## config.mk

```make
export PLATFORM = sky130hd
export DESIGN_NAME = fbc_plane_dist
export DESIGN_NICKNAME = d
export VERILOG_FILES = /design/src/hw/rtl/frustum_box_cull_core_defines.svh /design/src/hw/rtl/fbc_pkg.sv /design/src/hw/rtl/fbc_plane_dist.sv
export SDC_FILE = /design/constraint.sdc
export NUM_CORES = 2
export LEC_CHECK = 0
export ABC_CLOCK_PERIOD_IN_PS = 11100
export BUFFER_PORTS_ARGS = -buffer_cell sky130_fd_sc_hd__buf_2
export CELL_PAD_IN_SITES_DETAIL_PLACEMENT = 0
export CELL_PAD_IN_SITES_GLOBAL_PLACEMENT = 1
export CORE_UTILIZATION = 40
export CTS_BUF_LIST = sky130_fd_sc_hd__clkbuf_4
export DETAILED_ROUTE_END_ITERATION = 10
export PLACE_DENSITY_LB_ADDON = 0.1
export SETUP_SLACK_MARGIN = 0.15
export SYNTH_ARGS = -nofsm -noshare
export SYNTH_HDL_FRONTEND = slang
export SYNTH_SLANG_ARGS = --single-unit
```

## constraint.sdc

```tcl
create_clock -name clk -period 11.1 [get_ports clk]
set_input_delay 0.555 -clock clk [delete_from_list [all_inputs] [get_ports clk]]
set_output_delay 0.555 -clock clk [all_outputs]
set_load 0.02 [all_outputs]
```

## src/hw/rtl/frustum_box_cull_core_defines.svh

```systemverilog
// assertion helpers shared by the culling core
`ifndef FRUSTUM_BOX_CULL_CORE_DEFINES_SVH
`define FRUSTUM_BOX_CULL_CORE_DEFINES_SVH

// same-cycle implication, sampled on clk, off while rst_n is low
`define FBC_ASSERT_NOW(lbl, ante, cons, msg) \
  lbl: assert property (@(posedge clk) disable iff (!rst_n) (ante) |-> (cons)) else $error(msg);

// next-cycle implication, sampled on clk, off while rst_n is low
`define FBC_ASSERT_NEXT(lbl, ante, cons, msg) \
  lbl: assert property (@(posedge clk) disable iff (!rst_n) (ante) |=> (cons)) else $error(msg);

`endif

```

## src/hw/rtl/fbc_pkg.sv

```systemverilog
package fbc_pkg;

  localparam int ELEM_WIDTH  = 16;
  localparam int MATRIX_FRAC = 12;
  localparam int COORD_FRAC  = 8;

  localparam int COORD_WIDTH = 16;
  localparam int ROW_WIDTH   = 64;
  localparam int ROW_PAD     = (4 * ELEM_WIDTH > ROW_WIDTH) ? 4 * ELEM_WIDTH : ROW_WIDTH;
  localparam int COEF_WIDTH  = ELEM_WIDTH + 1;
  localparam int PROD_WIDTH  = COEF_WIDTH + COORD_WIDTH;
  localparam int DIST_WIDTH  = ((PROD_WIDTH > COEF_WIDTH + COORD_FRAC) ?
                                PROD_WIDTH : COEF_WIDTH + COORD_FRAC) + 2;

  localparam int NUM_PLANES = 6;
  localparam int PLANE_LEFT   = 0;
  localparam int PLANE_RIGHT  = 1;
  localparam int PLANE_BOTTOM = 2;
  localparam int PLANE_TOP    = 3;
  localparam int PLANE_NEAR   = 4;
  localparam int PLANE_FAR    = 5;

  localparam logic [2:0] OUTCOME_VISIBLE    = 3'd0;
  localparam logic [2:0] OUTCOME_EMPTY      = 3'd1;
  localparam logic [2:0] OUTCOME_PLANE_BASE = 3'd2;

  localparam logic [2:0] REG_ROW_X = 3'd0;
  localparam logic [2:0] REG_ROW_Y = 3'd1;
  localparam logic [2:0] REG_ROW_Z = 3'd2;
  localparam logic [2:0] REG_ROW_W = 3'd3;
  localparam logic [2:0] REG_DEPTH = 3'd4;

  localparam logic [ROW_WIDTH-1:0] ROW_X_RESET = 64'd4096;
  localparam logic [ROW_WIDTH-1:0] ROW_Y_RESET = 64'd268435456;
  localparam logic [ROW_WIDTH-1:0] ROW_Z_RESET = 64'd17592186044416;
  localparam logic [ROW_WIDTH-1:0] ROW_W_RESET = 64'd1152921504606846976;

  typedef logic signed [ELEM_WIDTH-1:0]  elem_t;
  typedef logic signed [COEF_WIDTH-1:0]  coef_t;
  typedef logic signed [COORD_WIDTH-1:0] coord_t;
  typedef logic signed [PROD_WIDTH-1:0]  prod_t;
  typedef logic signed [DIST_WIDTH-1:0]  dist_t;

  // nx, ny, nz, d from the lowest index up
  typedef struct packed {
    logic [3:0][COEF_WIDTH-1:0] c;
  } plane_t;

  typedef struct packed {
    logic [2:0][COORD_WIDTH-1:0] lo;
    logic [2:0][COORD_WIDTH-1:0] hi;
  } box_t;

  typedef struct packed {
    logic s2;
    logic s3;
  } stage_en_t;

  // element bits that lie above the register read as zero
  function automatic elem_t get_elem(input logic [ROW_WIDTH-1:0] row, input int j);
    logic [ROW_PAD-1:0] padded;
    padded = ROW_PAD'(row);
    return elem_t'(padded[j*ELEM_WIDTH +: ELEM_WIDTH]);
  endfunction

endpackage

```

## src/hw/rtl/fbc_plane_dist.sv

```systemverilog
module fbc_plane_dist
  import fbc_pkg::*;
(
  input  logic      clk,
  input  stage_en_t en,
  input  plane_t    plane,
  input  box_t      box,
  output logic      neg_r
);

  coord_t corner [3];
  prod_t  prod_nxt [3];
  prod_t  prod_r [3];
  coef_t  d_r;
  dist_t  dist_nxt;

  // p-vertex: max corner where the normal component is non-negative
  always_comb begin
    for (int a = 0; a < 3; a++) begin
      corner[a]   = plane.c[a][COEF_WIDTH-1] ? coord_t'(box.lo[a]) : coord_t'(box.hi[a]);
      prod_nxt[a] = coef_t'(plane.c[a]) * corner[a];
    end
  end

  always_ff @(posedge clk) begin
    if (en.s2) begin
      for (int a = 0; a < 3; a++) begin
        prod_r[a] <= prod_nxt[a];
      end
      d_r <= coef_t'(plane.c[3]);
    end
  end

  assign dist_nxt = DIST_WIDTH'(prod_r[0]) + DIST_WIDTH'(prod_r[1]) + DIST_WIDTH'(prod_r[2])
                  + (DIST_WIDTH'(d_r) <<< COORD_FRAC);

  always_ff @(posedge clk) begin
    if (en.s3) begin
      neg_r <= dist_nxt[DIST_WIDTH-1];
    end
  end

endmodule
```

==> impl_metrics.yaml <==
logic_synthesis:
  async_flop_share: 0
  syn_area_sq_um: 36600
  synth_seq_cells: 117
  synth_warnings: 0
  ys.flop_type: "edfxtp_1"
  ys_types: 64
  syn-num-nets: 5035
  synth-edff-count: 117
  avgSynthCellArea_sq_um: 9.90
  synthCells: 3692
  ys_seq_area_frac: 0.0961
floorplanning:
  rows: 110
  fp.dieH_microns: 304
  die_w_microns: 304
  fp.coreArea_sq_um: 90300
  dieArea_sq_um: 92600
  initial_utilization: 0.405
  io_pins: 168
sta:
  max_clock_freq_ghz: 0.139
  clock_skew_ns: 0.0259
  finalCritPeriodShare: 0.647
  slew_violations: 0
  tns_ns: 0
  finalSetupViolCount: 0
  tightest_slew_ns: 0.926
  slew_headroom: 0.383
  hold_viol_final: 0
  layout_min_cycle_time_ns: 7.18
  rsz0062_at_grt: "false"
hold_path:
  hold_path_class: "in2reg"
run:
  maxCapViolCount: 0
critical_path:
  path_cells: "buf_2 > inv_1 > a21oi_2 > nor2b_1 > fa_1 > fa_1 > fa_1 > fa_1 > fa_1 > inv_1 > fa_1 > inv_1 > ha_1 > a21o_1 > a21oi_2 > o21ai_0 > or3_1 > o21ai_2 > a211oi_1 > a211o_1 > and4_4 > nor3_1"
  crit_arrival_ns: 7.54
  cp.required_ns: 11.46
  startpoint: "plane[16]"
  critPathMostFrequentCell: "fa_1"
  timing.reg2reg.setup_slack_ns: 7.24
  crit_slowest_cell: "a21oi_2"
  cp-endpoint: "prod_r[0][32]"
  max_stage_delay_ns: 0.82
  rr_worst_depth: 11
  cp_max_fo: 20
  worstSetupStartpointType: "primary input"
  criticalPathCategory: "in2reg"
  rr_endpoint: "neg_r"
  r2r_start: "d_r[16]"
  critPathCaptureType: "register"
cts:
  cts_resized: 0
  clkLatencyLatePin_ns: 0.54
  clk_pin_slew_ns: 0.11
  clock-sinks: 117
  cts_tree: "built"
  clk_path_buf_depth: 2
  cts_hold_buf: 0
  cts_buffers: 17
  cts_max_level: 4
  post_cts_buffers: 0
  clockRootBuffer: "clkbuf_4"
placed_design:
  port_buffers: 167
  gp_congestion: 0.836
  dp_hpwl_microns: 77400
grt:
  grt_pass1_vias: 27000
  grt_antenna_before_repair: 6
  grt_usage: 0.208
  grt.overflow.total: 0
  grt_pass1_wl_microns: 151000
  grt_max_degree: 66
drt:
  drtIter0Drc: 1217
  final_antenna_net_count: 0
  first_pass_iters: 7
  wl_per_cell_microns: 18.2
  routed_wirelength_microns: 90800
  drc: 0
  vias: 24300
  viasPerCell: 4.86
final_layout:
  drive_gt1_frac: 0.0662
  fin_nets: 5138
  syn2layout_area_growth_pct: 6.69
status:
  status: "complete, no violations"
-- critical path: cells and delay by family --
family	cells	cell delay (ns)
buffers and inverters	4	0.70
AND/OR/NAND/NOR	4	0.93
adder cells (fa/ha/maj)	7	3.38
AO/OA/AOI/OAI	7	1.97
-- through the flow --
stage                     std cells  setup WS [ns]  cell area, sq um   util  hold WS (ns)
after floorplan                3692           3.96             36600      -         0.654
after global placement         4952           3.31             38700  0.428         0.733
after detailed placement       4952           3.36             38700  0.428         0.733
after CTS                      4983           3.95             39000  0.432         0.138
after global routing           4984           3.58             39000  0.432         0.116
final                          4985           3.92             39000  0.432         0.196
-- cell type report --
| class | instances | area (sq um) |
|---|---|---|
| clock inverter | 12 | 204 |
| antenna | 2 | 5.00 |
| timing repair buffer | 190 | 1010 |
| inverter | 913 | 3430 |
| multi-input combinational | 2556 | 29200 |
| fill | 9032 | 51300 |
| clock buffer | 19 | 143 |
| tap | 1176 | 1470 |
| sequential | 117 | 3510 |
-- worst min path at each step --
| stage | from | endpoint | slack, ns | cells past startpoint |
|---|---|---|---|---|
| floorplan | plane[51] | d_r[0] | 0.65 | 0 |
| global placement | plane[52] | d_r[1] | 0.73 | 1 |
| detailed placement | plane[57] | d_r[6] | 0.73 | 1 |
| CTS | plane[63] | d_r[12] | 0.14 | 1 |
| global route | plane[61] | d_r[10] | 0.12 | 1 |
| finish | plane[61] | d_r[10] | 0.20 | 1 |
-- state kept, by name, indices dropped and copies added, names as in the netlist --
signal,flops
neg_r,1
prod_r,99
d_r,17
-- cells in the mapped netlist, types with 4 or more instances --
cell	count	area, sq um
o31ai_1	5	37.5
nand3_1	14	70.1
fa_1	886	17700
a311oi_1	4	35.0
o21ai_0	33	165
and4_1	5	43.8
or3_1	5	31.3
nand2b_1	29	181
o211ai_1	6	45.0
nor2_1	86	323
a21boi_0	9	67.6
nor3_1	12	60.1
ha_1	290	3630
or2_2	13	81.3
inv_1	913	3430
o21ai_1	17	85.1
o21a_1	10	75.1
xor2_1	24	210
nor4_1	5	31.3
nand4_1	7	43.8
a31oi_1	4	25.0
o21bai_1	12	90.1
and3_1	5	31.3
and2_1	181	1130
a21oi_2	5	43.8
nor2b_1	226	1410
a211oi_1	7	52.6
nand2_1	385	1450
xnor2_1	84	736
clkbuf_1	103	387
a21oi_1	78	390
edfxtp_1	117	3510
a21o_1	68	510
-- layout by cell type, fill, tap and decap left out, types with 4 or more instances in the layout --
cell type | synthesis | routed
inv_1 | 913 | 913
fa_1 | 886 | 886
nand2_1 | 385 | 385
ha_1 | 290 | 290
nor2b_1 | 226 | 226
and2_1 | 181 | 181
buf_2 | 0 | 166
edfxtp_1 | 117 | 117
nor2_1 | 86 | 86
xnor2_1 | 84 | 84
a21oi_1 | 78 | 76
a21o_1 | 68 | 68
o21ai_0 | 33 | 33
nand2b_1 | 29 | 29
xor2_1 | 24 | 24
buf_4 | 0 | 24
clkbuf_4 | 0 | 19
o21ai_1 | 17 | 16
nand3_1 | 14 | 14
or2_2 | 13 | 13
nor3_1 | 12 | 12
o21bai_1 | 12 | 12
o21a_1 | 10 | 10
a21oi_2 | 5 | 7
nand4_1 | 7 | 7
a211oi_1 | 7 | 7
a21boi_1 | 0 | 6
o211ai_1 | 6 | 6
and4_1 | 5 | 5
nor4_1 | 5 | 5
and3_1 | 5 | 5
o31ai_1 | 5 | 5
or3_1 | 5 | 5
bufinv_16 | 0 | 5
a311oi_1 | 4 | 4
a31oi_1 | 4 | 4
-- routing by layer --
metal  routed length, microns  GRT usage  up-vias
li1                         -          -    11200
met1                    42200      0.296    12700
met2                    45900      0.360      291
met3                     1890     0.0139       42
met4                      801     0.0197        2
met5                        8          0        -
-- cells by family (layout without fill, tap and decap cells) --
family / Yosys count / in the layout / share of synthesized area
xor+xnor: 108 / 108 / 0.0259
simple gates: 981 / 981 / 0.136
flops: 117 / 117 / 0.0961
mux: 4 / 4 / 0.00113
other cells: 0 / 2 / 0
buf+inv: 1019 / 1134 / 0.105
fa+ha+maj: 1176 / 1176 / 0.584
compound gates: 287 / 287 / 0.0521
Power is left out: the tool's default activity adds up to more than one toggle a clock period on the data nets, which glitch-free logic cannot reach.
